[src/hw/rtl/chk_pkg.sv]
// Shared types, constants and word functions for the ChaCha keystream block generator.
// Used by every module under hw/rtl; depends on nothing else.
package chk_pkg;

	localparam int unsigned WordW    = 32;
	localparam int unsigned CtrW     = 64;
	localparam int unsigned OvfW     = 32;
	localparam int unsigned IdxW     = 4;
	localparam int unsigned NumWords = 16;
	localparam int unsigned CfgIdxW  = 8;
	localparam int unsigned QueueDepthDef = 2;

	// Matrix constants, "expand 32-byte k" / "expand 16-byte k"
	localparam logic [WordW-1:0] Const0      = 32'h61707865;
	localparam logic [WordW-1:0] Const1Long  = 32'h3320646e;
	localparam logic [WordW-1:0] Const1Short = 32'h3120646e;
	localparam logic [WordW-1:0] Const2Long  = 32'h79622d32;
	localparam logic [WordW-1:0] Const2Short = 32'h79622d36;
	localparam logic [WordW-1:0] Const3      = 32'h6b206574;

	// Configuration register indexes
	localparam logic [CfgIdxW-1:0] RegKey01   = 8'd0;
	localparam logic [CfgIdxW-1:0] RegKey23   = 8'd1;
	localparam logic [CfgIdxW-1:0] RegKey45   = 8'd2;
	localparam logic [CfgIdxW-1:0] RegKey67   = 8'd3;
	localparam logic [CfgIdxW-1:0] RegNonce   = 8'd4;
	localparam logic [CfgIdxW-1:0] RegRounds  = 8'd5;
	localparam logic [CfgIdxW-1:0] RegShort   = 8'd6;
	localparam logic [CfgIdxW-1:0] RegExtend  = 8'd7;

	localparam logic [7:0] RoundsReset = 8'd20;
	localparam logic [IdxW-1:0] LastIdx = 4'd15;

	typedef enum logic {
		OpGenerate = 1'b0,
		OpSetPos   = 1'b1
	} chk_op_t;

	typedef logic [WordW-1:0] word_t;
	typedef logic [NumWords-1:0][WordW-1:0] chk_block_t;

	typedef struct packed {
		logic [63:0] key01;
		logic [63:0] key23;
		logic [63:0] key45;
		logic [63:0] key67;
		logic [63:0] nonce;
		logic [7:0]  rounds;
		logic        short_key;
		logic        extend;
	} chk_cfg_t;

	typedef struct packed {
		logic [CtrW-1:0] counter;
		logic [OvfW-1:0] overflow;
	} chk_job_t;

	typedef struct packed {
		word_t a;
		word_t b;
		word_t c;
		word_t d;
	} chk_quad_t;

	function automatic word_t rotl(word_t v, int unsigned r);
		return (v << r) | (v >> (WordW - r));
	endfunction

	// Half of a quarter round: first half rotates 16/12, second half 8/7
	function automatic chk_quad_t half_step(chk_quad_t q, logic second);
		chk_quad_t r;
		r = q;
		r.a = q.a + q.b;
		r.d = second ? rotl(q.d ^ r.a, 8) : rotl(q.d ^ r.a, 16);
		r.c = q.c + r.d;
		r.b = second ? rotl(q.b ^ r.c, 7) : rotl(q.b ^ r.c, 12);
		return r;
	endfunction

	// One word of the input matrix
	function automatic word_t matrix_word(chk_cfg_t cfg, logic [CtrW-1:0] ctr,
			logic [IdxW-1:0] idx);
		word_t w;
		case (idx)
			4'd0:  w = Const0;
			4'd1:  w = cfg.short_key ? Const1Short : Const1Long;
			4'd2:  w = cfg.short_key ? Const2Short : Const2Long;
			4'd3:  w = Const3;
			4'd4:  w = cfg.key01[31:0];
			4'd5:  w = cfg.key01[63:32];
			4'd6:  w = cfg.key23[31:0];
			4'd7:  w = cfg.key23[63:32];
			4'd8:  w = cfg.short_key ? cfg.key01[31:0]  : cfg.key45[31:0];
			4'd9:  w = cfg.short_key ? cfg.key01[63:32] : cfg.key45[63:32];
			4'd10: w = cfg.short_key ? cfg.key23[31:0]  : cfg.key67[31:0];
			4'd11: w = cfg.short_key ? cfg.key23[63:32] : cfg.key67[63:32];
			4'd12: w = ctr[31:0];
			4'd13: w = ctr[63:32];
			4'd14: w = cfg.nonce[31:0];
			default: w = cfg.nonce[63:32];
		endcase
		return w;
	endfunction

endpackage

[src/hw/rtl/chk_front.sv]
// Front end: accepts request words, keeps block counter and overflow word, queues jobs.
// Depends on chk_pkg.
module chk_front import chk_pkg::*; (
	input  logic            clk,
	input  logic            arst_n,
	input  logic            in_valid,
	output logic            in_ready,
	input  logic            op,
	input  logic [CtrW-1:0] position,
	input  logic [OvfW-1:0] overflow,
	output logic            push_valid,
	input  logic            push_ready,
	output chk_job_t        push_job
);

	logic [CtrW-1:0] counter_q;
	logic [OvfW-1:0] ovf_q;
	logic            is_gen;
	logic            accept;

	assign is_gen     = (chk_op_t'(op) == OpGenerate);
	assign in_ready   = push_ready;
	assign accept     = in_valid && in_ready;
	assign push_valid = in_valid && is_gen;
	assign push_job   = '{counter: counter_q, overflow: ovf_q};

	// Advance position after each generate, or load it on set-position
	always_ff @(posedge clk or negedge arst_n) begin
		if (!arst_n) begin
			counter_q <= '0;
			ovf_q     <= '0;
		end else if (accept) begin
			if (is_gen) begin
				counter_q <= counter_q + 1'b1;
				if (&counter_q) ovf_q <= ovf_q + 1'b1;
			end else begin
				counter_q <= position;
				ovf_q     <= overflow;
			end
		end
	end

endmodule

[src/hw/rtl/chk_queue.sv]
// Short job queue between the front end and the round core.
// Depends on chk_pkg.
module chk_queue import chk_pkg::*; #(
	parameter int unsigned Depth = QueueDepthDef
) (
	input  logic     clk,
	input  logic     arst_n,
	input  logic     push_valid,
	output logic     push_ready,
	input  chk_job_t push_job,
	output logic     pop_valid,
	input  logic     pop_ready,
	output chk_job_t pop_job
);

	localparam int unsigned PtrW = (Depth > 1) ? $clog2(Depth) : 1;
	localparam int unsigned CntW = $clog2(Depth + 1);

	chk_job_t        mem_q [Depth];
	logic [PtrW-1:0] wr_ptr_q;
	logic [PtrW-1:0] rd_ptr_q;
	logic [CntW-1:0] count_q;
	logic            push;
	logic            pop;

	assign push_ready = (count_q != CntW'(Depth));
	assign pop_valid  = (count_q != '0);
	assign push       = push_valid && push_ready;
	assign pop        = pop_valid && pop_ready;
	assign pop_job    = mem_q[rd_ptr_q];

	// Store entry
	always_ff @(posedge clk) begin
		if (push) mem_q[wr_ptr_q] <= push_job;
	end

	// Move pointers and fill count
	always_ff @(posedge clk or negedge arst_n) begin
		if (!arst_n) begin
			wr_ptr_q <= '0;
			rd_ptr_q <= '0;
			count_q  <= '0;
		end else begin
			if (push) wr_ptr_q <= (wr_ptr_q == PtrW'(Depth - 1)) ? '0 : wr_ptr_q + 1'b1;
			if (pop)  rd_ptr_q <= (rd_ptr_q == PtrW'(Depth - 1)) ? '0 : rd_ptr_q + 1'b1;
			case ({push, pop})
				2'b10:   count_q <= count_q + 1'b1;
				2'b01:   count_q <= count_q - 1'b1;
				default: count_q <= count_q;
			endcase
		end
	end

endmodule

[src/hw/rtl/chk_core.sv]
// Round core: builds the matrix for one job and runs the rounds, half a round per cycle.
// Depends on chk_pkg.
module chk_core import chk_pkg::*; (
	input  logic       clk,
	input  logic       arst_n,
	input  chk_cfg_t   cfg,
	input  logic       job_valid,
	output logic       job_ready,
	input  chk_job_t   job,
	output logic       done_valid,
	input  logic       done_ready,
	output chk_block_t done_x,
	output chk_job_t   done_job
);

	typedef enum logic [2:0] {
		StIdle  = 3'b001,
		StRound = 3'b010,
		StHold  = 3'b100
	} chk_state_t;

	chk_state_t state_q;
	chk_block_t x_q;
	chk_block_t x_init;
	chk_block_t x_step;
	chk_job_t   job_q;
	logic [7:0] round_q;
	logic       half_q;
	logic       last_round;
	logic       diag;

	assign job_ready  = (state_q == StIdle);
	assign done_valid = (state_q == StHold);
	assign done_x     = x_q;
	assign done_job   = job_q;

	assign last_round = (round_q == cfg.rounds - 8'd1);
	// Odd rounds are diagonal; an odd count ends on an extra diagonal round
	assign diag = round_q[0] | (cfg.rounds[0] & last_round);

	// Build the starting matrix, overflow word mixed into word 0 when extend is set
	always_comb begin
		for (int i = 0; i < NumWords; i++) begin
			x_init[i] = matrix_word(cfg, job.counter, IdxW'(i));
		end
		if (cfg.extend) x_init[0] = x_init[0] + job.overflow;
	end

	// Apply one half round to all four lanes
	always_comb begin
		logic [IdxW-1:0] ib;
		logic [IdxW-1:0] ic;
		logic [IdxW-1:0] id;
		chk_quad_t       q;
		chk_quad_t       r;
		x_step = x_q;
		for (int j = 0; j < 4; j++) begin
			ib = IdxW'(4 + ((j + int'(diag)) & 3));
			ic = IdxW'(8 + ((j + 2 * int'(diag)) & 3));
			id = IdxW'(12 + ((j + 3 * int'(diag)) & 3));
			q = '{a: x_q[j], b: x_q[ib], c: x_q[ic], d: x_q[id]};
			r = half_step(q, half_q);
			x_step[j]  = r.a;
			x_step[ib] = r.b;
			x_step[ic] = r.c;
			x_step[id] = r.d;
		end
	end

	// Sequence load, rounds and handoff
	always_ff @(posedge clk or negedge arst_n) begin
		if (!arst_n) begin
			state_q <= StIdle;
			round_q <= '0;
			half_q  <= 1'b0;
		end else begin
			case (state_q)
				StIdle: begin
					if (job_valid) begin
						round_q <= '0;
						half_q  <= 1'b0;
						state_q <= (cfg.rounds == '0) ? StHold : StRound;
					end
				end
				StRound: begin
					half_q <= ~half_q;
					if (half_q) begin
						round_q <= round_q + 8'd1;
						if (last_round) state_q <= StHold;
					end
				end
				StHold: begin
					if (done_ready) state_q <= StIdle;
				end
				default: state_q <= StIdle;
			endcase
		end
	end

	// Working matrix and job context
	always_ff @(posedge clk) begin
		if (state_q == StIdle && job_valid) begin
			x_q   <= x_init;
			job_q <= job;
		end else if (state_q == StRound) begin
			x_q <= x_step;
		end
	end

endmodule

[src/hw/rtl/chk_drain.sv]
// Output stage: holds a finished block, adds the matrix back and sends one word per
// cycle unless out_ready stalls it. Depends on chk_pkg.
module chk_drain import chk_pkg::*; (
	input  logic            clk,
	input  logic            arst_n,
	input  chk_cfg_t        cfg,
	input  logic            load_valid,
	output logic            load_ready,
	input  chk_block_t      load_x,
	input  chk_job_t        load_job,
	output logic            out_valid,
	input  logic            out_ready,
	output logic [WordW-1:0] out_word,
	output logic [IdxW-1:0] out_index,
	output logic            out_last
);

	chk_block_t      buf_q;
	chk_job_t        job_q;
	logic [IdxW-1:0] idx_q;
	logic            busy_q;
	logic            valid_q;
	logic [WordW-1:0] word_q;
	logic [IdxW-1:0] index_q;
	logic            last_q;
	logic            advance;
	logic [WordW-1:0] sum;

	// Take the next block while the last word of this one moves out
	assign load_ready = !busy_q || (advance && (idx_q == LastIdx));
	assign advance    = busy_q && (!valid_q || out_ready);
	assign out_valid  = valid_q;
	assign out_word   = word_q;
	assign out_index  = index_q;
	assign out_last   = last_q;

	// Final addition of the input matrix, overflow again on word 0 when extend is set
	always_comb begin
		sum = buf_q[idx_q] + matrix_word(cfg, job_q.counter, idx_q);
		if (idx_q == '0 && cfg.extend) sum = sum + job_q.overflow;
	end

	// Track block occupancy and output valid
	always_ff @(posedge clk or negedge arst_n) begin
		if (!arst_n) begin
			busy_q  <= 1'b0;
			idx_q   <= '0;
			valid_q <= 1'b0;
		end else begin
			if (load_valid && load_ready) begin
				busy_q <= 1'b1;
				idx_q  <= '0;
			end else if (advance) begin
				idx_q <= idx_q + 1'b1;
				if (idx_q == LastIdx) busy_q <= 1'b0;
			end
			if (advance) valid_q <= 1'b1;
			else if (out_ready) valid_q <= 1'b0;
		end
	end

	// Hold block and output word
	always_ff @(posedge clk) begin
		if (load_valid && load_ready) begin
			buf_q <= load_x;
			job_q <= load_job;
		end
		if (advance) begin
			word_q  <= sum;
			index_q <= idx_q;
			last_q  <= (idx_q == LastIdx);
		end
	end

endmodule

[src/hw/rtl/chacha_keystream_block_generator.sv]
// Top level of the ChaCha keystream block generator: config registers and the
// front end / queue / round core / output stage chain. Depends on chk_pkg.
//
//  channel   direction  handshake                    payload
//  s_axis    in         s_axis_tvalid/s_axis_tready  tdata position, overflow; tuser op
//  m_axis    out        m_axis_tvalid/m_axis_tready  tdata stream word, index; tlast
//  cfg       in         cfg_valid/cfg_ready          cfg_index, cfg_data
//
// A generate word runs in the round core half a round per cycle on one shared set of
// four lanes, and the output stage then sends its 16 output words.
// The core works on the next block while the output stage drains the previous one.
// A set-position word is absorbed by the front end and is not queued.
// Reset clears the counter, overflow word and registers to their reset values.
// Output stalls back up through the output stage, core and queue to s_axis_tready.
module chacha_keystream_block_generator import chk_pkg::*; #(
	parameter int unsigned QueueDepth = QueueDepthDef
) (
	input  logic                clk,
	input  logic                arst_n,
	input  logic                s_axis_tvalid,
	output logic                s_axis_tready,
	input  logic [95:0]         s_axis_tdata,  // new_position[63:0], new_overflow[95:64]
	input  logic [0:0]          s_axis_tuser,  // op[0]
	output logic                m_axis_tvalid,
	input  logic                m_axis_tready,
	output logic [39:0]         m_axis_tdata,  // stream_word[31:0], word_index[35:32], zero
	output logic                m_axis_tlast,
	input  logic                cfg_valid,
	output logic                cfg_ready,
	input  logic [CfgIdxW-1:0]  cfg_index,
	input  logic [63:0]         cfg_data
);

	chk_cfg_t   cfg_q;
	logic       push_valid;
	logic       push_ready;
	chk_job_t   push_job;
	logic       pop_valid;
	logic       pop_ready;
	chk_job_t   pop_job;
	logic       done_valid;
	logic       done_ready;
	chk_block_t done_x;
	chk_job_t   done_job;
	logic [WordW-1:0] out_word;
	logic [IdxW-1:0]  out_index;

	assign cfg_ready = 1'b1;

	// Write configuration registers
	always_ff @(posedge clk or negedge arst_n) begin
		if (!arst_n) begin
			cfg_q.key01     <= '0;
			cfg_q.key23     <= '0;
			cfg_q.key45     <= '0;
			cfg_q.key67     <= '0;
			cfg_q.nonce     <= '0;
			cfg_q.rounds    <= RoundsReset;
			cfg_q.short_key <= 1'b0;
			cfg_q.extend    <= 1'b1;
		end else if (cfg_valid && cfg_ready) begin
			case (cfg_index)
				RegKey01:  cfg_q.key01     <= cfg_data;
				RegKey23:  cfg_q.key23     <= cfg_data;
				RegKey45:  cfg_q.key45     <= cfg_data;
				RegKey67:  cfg_q.key67     <= cfg_data;
				RegNonce:  cfg_q.nonce     <= cfg_data;
				RegRounds: cfg_q.rounds    <= cfg_data[7:0];
				RegShort:  cfg_q.short_key <= cfg_data[0];
				RegExtend: cfg_q.extend    <= cfg_data[0];
				default: ;
			endcase
		end
	end

	chk_front u_front (
		.clk        (clk),
		.arst_n     (arst_n),
		.in_valid   (s_axis_tvalid),
		.in_ready   (s_axis_tready),
		.op         (s_axis_tuser[0]),
		.position   (s_axis_tdata[63:0]),
		.overflow   (s_axis_tdata[95:64]),
		.push_valid (push_valid),
		.push_ready (push_ready),
		.push_job   (push_job)
	);

	chk_queue #(.Depth(QueueDepth)) u_queue (
		.clk        (clk),
		.arst_n     (arst_n),
		.push_valid (push_valid),
		.push_ready (push_ready),
		.push_job   (push_job),
		.pop_valid  (pop_valid),
		.pop_ready  (pop_ready),
		.pop_job    (pop_job)
	);

	chk_core u_core (
		.clk        (clk),
		.arst_n     (arst_n),
		.cfg        (cfg_q),
		.job_valid  (pop_valid),
		.job_ready  (pop_ready),
		.job        (pop_job),
		.done_valid (done_valid),
		.done_ready (done_ready),
		.done_x     (done_x),
		.done_job   (done_job)
	);

	chk_drain u_drain (
		.clk        (clk),
		.arst_n     (arst_n),
		.cfg        (cfg_q),
		.load_valid (done_valid),
		.load_ready (done_ready),
		.load_x     (done_x),
		.load_job   (done_job),
		.out_valid  (m_axis_tvalid),
		.out_ready  (m_axis_tready),
		.out_word   (out_word),
		.out_index  (out_index),
		.out_last   (m_axis_tlast)
	);

	assign m_axis_tdata = {4'b0000, out_index, out_word};

`ifndef NO_ASSERTIONS
	// Last flag sits on word fifteen only
	a_last_idx: assert property (@(posedge clk) disable iff (!arst_n)
		m_axis_tvalid |-> (m_axis_tlast == (m_axis_tdata[35:32] == LastIdx)))
		else $error("tlast does not match word index");

	// Words of a block come out in order
	a_idx_seq: assert property (@(posedge clk) disable iff (!arst_n)
		(m_axis_tvalid && m_axis_tready && !m_axis_tlast) ##1 m_axis_tvalid
		|-> m_axis_tdata[35:32] == $past(m_axis_tdata[35:32]) + 4'd1)
		else $error("word index skipped");

	// Finished block waits in the core until the output stage takes it
	a_hold: assert property (@(posedge clk) disable iff (!arst_n)
		(done_valid && !done_ready) |=> (done_valid && $stable(done_job)))
		else $error("finished block dropped");
`endif

endmodule

[config.mk]
export PLATFORM = sky130hd
export DESIGN_NAME = chacha_keystream_block_generator
export DESIGN_NICKNAME = d
export VERILOG_FILES = /design/src/hw/rtl/chk_pkg.sv /design/src/hw/rtl/chk_front.sv /design/src/hw/rtl/chk_queue.sv /design/src/hw/rtl/chk_core.sv /design/src/hw/rtl/chk_drain.sv /design/src/hw/rtl/chacha_keystream_block_generator.sv
export SDC_FILE = /design/constraint.sdc
export NUM_CORES = 2
export LEC_CHECK = 0
export BUFFER_PORTS_ARGS = -buffer_cell sky130_fd_sc_hd__buf_4
export CAP_MARGIN = 5
export CORE_MARGIN = 2
export CORE_UTILIZATION = 35
export CTS_CLUSTER_DIAMETER = 60
export CTS_CLUSTER_SIZE = 8
export DETAILED_ROUTE_END_ITERATION = 7
export PLACE_DENSITY_LB_ADDON = 0.15
export RECOVER_POWER = 100
export SYNTH_ARGS = -nofsm -noshare
export SYNTH_HDL_FRONTEND = slang
export SYNTH_SLANG_ARGS = --single-unit
export TNS_END_PERCENT = 100
[constraint.sdc]
create_clock -name clk -period 39.4 [get_ports clk]
set_clock_uncertainty 0.15 [all_clocks]
set_input_delay 7.88 -clock clk [delete_from_list [all_inputs] [get_ports clk]]
set_output_delay 7.88 -clock clk [all_outputs]
set_load 0.02 [all_outputs]
==> impl_metrics.csv <==
group,metric,value,unit
outcome,status,"complete, but fails checks",
outcome,violations,"capacitance limit, slew limit",
global_routing,overflow,0,
synth,synth_top_area_share,0.395,
timing,slew_headroom,-4.00,
clock_tree,clock_latency,0.99,ns
global_routing,grt_pass1_wl,884000,microns
synth,yosysTopAreaCell,"edfxtp_1",
clock_tree,cts-resized-gates,0,
clock_tree,clock_path_buffers,4,
floorplan,dieArea,311000,sq um
floorplan,initial_core_util,0.352,
route,wirelength,701000,microns
synth,yosysUniqueCellTypes,105,
floorplan,die_x,558,microns
timing,fin_crit_sh,0.637,
timing,slew_violations,3430,
route,avgViaCountPerCell,6.51,
synth,synth_seq_area_share,0.505,
clock_tree,path_clk_slew,0.05,ns
worst_hold_path,hp-class,"reg2reg",
clock_tree,postCtsSetupRepairBufs,0,
critical_path,worstPathArrival,25.37,ns
placed_design,io_buffers,212,
synth,synth_area,107000,sq um
synth,netlist_instances,9536,
timing,rsz0062_at_grt,"false",
timing,fin_hold_ws,0.220,ns
floorplan,core_area,306000,sq um
clock_tree,htree_levels,5,
timing,setup_viol,0,
final_layout,synthToLayoutAreaGrowth,15.1,%
critical_path,worstPathRequired,39.67,ns
critical_path,crit_path_start_kind,"input port",
synth,synthFlopType,"edfxtp_1",
critical_path,end_kind,"flip-flop",
route,routedWlPerCell,49.2,microns
route,ant_nets,0,
route,drcViolationCount,0,
synth,synth_edf_count,1413,
timing,min_period,25.10,ns
clock_tree,cts-hold-fix-buffers,0,
timing,setup_slack,14.30,ns
synth,avgSynthCellArea,11.3,sq um
clock_tree,cts_buffers,302,
global_routing,grt.total_usage,0.440,
synth,yosys-top-cells-area,"edfxtp_1, dfrtp_1, nand2_1",
synth,synthArstFlopShare,0.237,
timing,fmax,39.8,MHz
critical_path,cp_max_fo,75,
timing,setup_tns,0,ns
synth,ys_ff_latch,1893,
final_layout,final_core_util,0.405,
timing,tightest_slew,7.50,ns
final_layout,layout-drive-gt1-share,0.138,
synth,yosysWarnings,0,
global_routing,antenna_found_initial,157,
route,first_pass_iters,8,
critical_path,crit_type,"in2reg",
clock_tree,cts.root.buffer_cell,"clkbuf_16",
timing,hold_violations,0,
global_routing,first_global_vias,83800,
run,maxCapViolCount,100,
floorplan,pin_count,218,
placed_design,place_ws,25.36,ns
floorplan,dieHeight,558,microns
route,drtIter0Drc,15700,
floorplan,rows,203,
clock_tree,cts_tree,"done",
route,vias,92700,
placed_design,dp.final_hpwl,563000,microns
clock_tree,cts.sinks,1893,
global_routing,grt_start_max_net_pins,136,
placed_design,routabilityCongestion,1.10,
final_layout,layout.nets,10400,
-- synth_stat cells (all sizes together) (70+ instances only) --
cell type,instances
a211oi,83
a21o,168
a21oi,566
a221o,70
and2,77
buf,175
clkbuf,360
dfrtp,444
edfxtp,1413
ha,327
inv,177
mux2,450
mux2i,508
mux4,164
nand2,1378
nand3,128
nor2,530
nor3,88
o21ai,516
o22ai,185
xnor2,359
xor2,270
-- cells by family after synthesis --
group | after synthesis | share of synthesized area
AO/OA/AOI/OAI | 2291 | 0.140
AND/OR/NAND/NOR | 2522 | 0.101
buffers and inverters | 715 | 0.0276
flip-flops | 1893 | 0.505
adder cells (fa/ha/maj) | 337 | 0.0400
other | 2 | 0.0000699
multiplexers | 1122 | 0.129
XOR/XNOR | 654 | 0.0566
-- layout make-up --
| type | instances | area (sq um) |
|---|---|---|
| fill | 29500 | 182000 |
| sequential | 1893 | 54300 |
| multi-input combinational | 6931 | 50500 |
| clock buffer | 477 | 8450 |
| tap | 4100 | 5130 |
| timing repair buffer | 541 | 3480 |
| clock inverter | 62 | 917 |
| inverter | 180 | 682 |
| antenna | 67 | 168 |
-- critical path: stages --
cell and delay [ns]:
clkbuf_4 0.09, nand2b_1 0.10, and2_2 0.13, clkbuf_1 2.32, nand2_1 0.47, and2_0 0.43, nor2_4 0.11, clkbuf_1 2.31
clkbuf_1 2.80, clkbuf_1 2.12, clkbuf_1 3.20, clkbuf_1 3.16
-- placed cells by master (no fill, tap or decap), types with 57 or more instances in the layout --
master	netlist	final
o211ai_1	67	67
a21o_1	168	168
a211oi_1	82	83
a21oi_1	564	563
a22oi_1	60	61
nand3_1	128	128
mux2_2	448	360
nor2_1	530	522
xnor2_1	359	355
o22ai_1	185	185
nand4_1	57	57
nor3_1	88	87
diode_2	0	67
a221o_1	70	70
clkbuf_1	360	340
inv_1	176	174
edfxtp_1	1413	1413
o21ai_0	496	497
xor2_1	269	261
mux2i_1	504	492
clkbuf_16	0	309
nand2_1	1378	1374
dfrtp_1	444	440
buf_4	27	348
mux4_2	164	164
a31oi_1	62	60
ha_1	327	326
mux2_1	0	89
and3_1	66	64
-- registers in the layout, summed over array words and instances, names as in the netlist --
register	count
cfg_q	330
u_drain.out_last	1
u_queue.rd_ptr_q	1
u_front.ovf_q	32
u_drain.out_index	4
u_core.state_q	3
u_core.done_x	512
u_drain.busy_q	1
u_front.counter_q	64
u_queue.wr_ptr_q	1
u_core.done_job	96
u_queue.count_q	2
u_queue.mem_q	192
u_drain.out_word	32
u_drain.buf_q	512
u_drain.out_valid	1
u_core.round_q	8
u_drain.job_q	96
u_drain.idx_q	4
u_core.half_q	1
-- path summary, 6_finish.rpt --
check	cells past startpoint	endpoint	slack, ns	startpoint
min reg2reg	0	u_drain.job_q[48]	0.22	u_core.done_job[48]
max in group asynchronous	5	u_front.ovf_q[23]	19.25	arst_n
min	0	u_drain.job_q[48]	0.22	u_core.done_job[48]
min in group asynchronous	1	u_core.state_q[2]	8.28	arst_n
max reg2reg	36	u_core.done_x[250]	14.84	cfg_q[2]
max	12	u_drain.buf_q[166]	14.30	m_axis_tready
-- layer usage --
metal  wire length (microns)  GRT usage
met1                  277000      0.584
met2                  282000      0.614
met3                   78600      0.118
met4                   62800      0.319
met5                     677          0
-- metrics by stage --
step                std cells  area (sq um)
finish                  14300        124000
detailed placement      13600        115000
global placement        13600        115000
CTS                     14200        124000
floorplan                9539        107000
global route            14200        123000
Power is left out: the tool's default activity adds up to more than one toggle a clock period on the data nets, which glitch-free logic cannot reach.
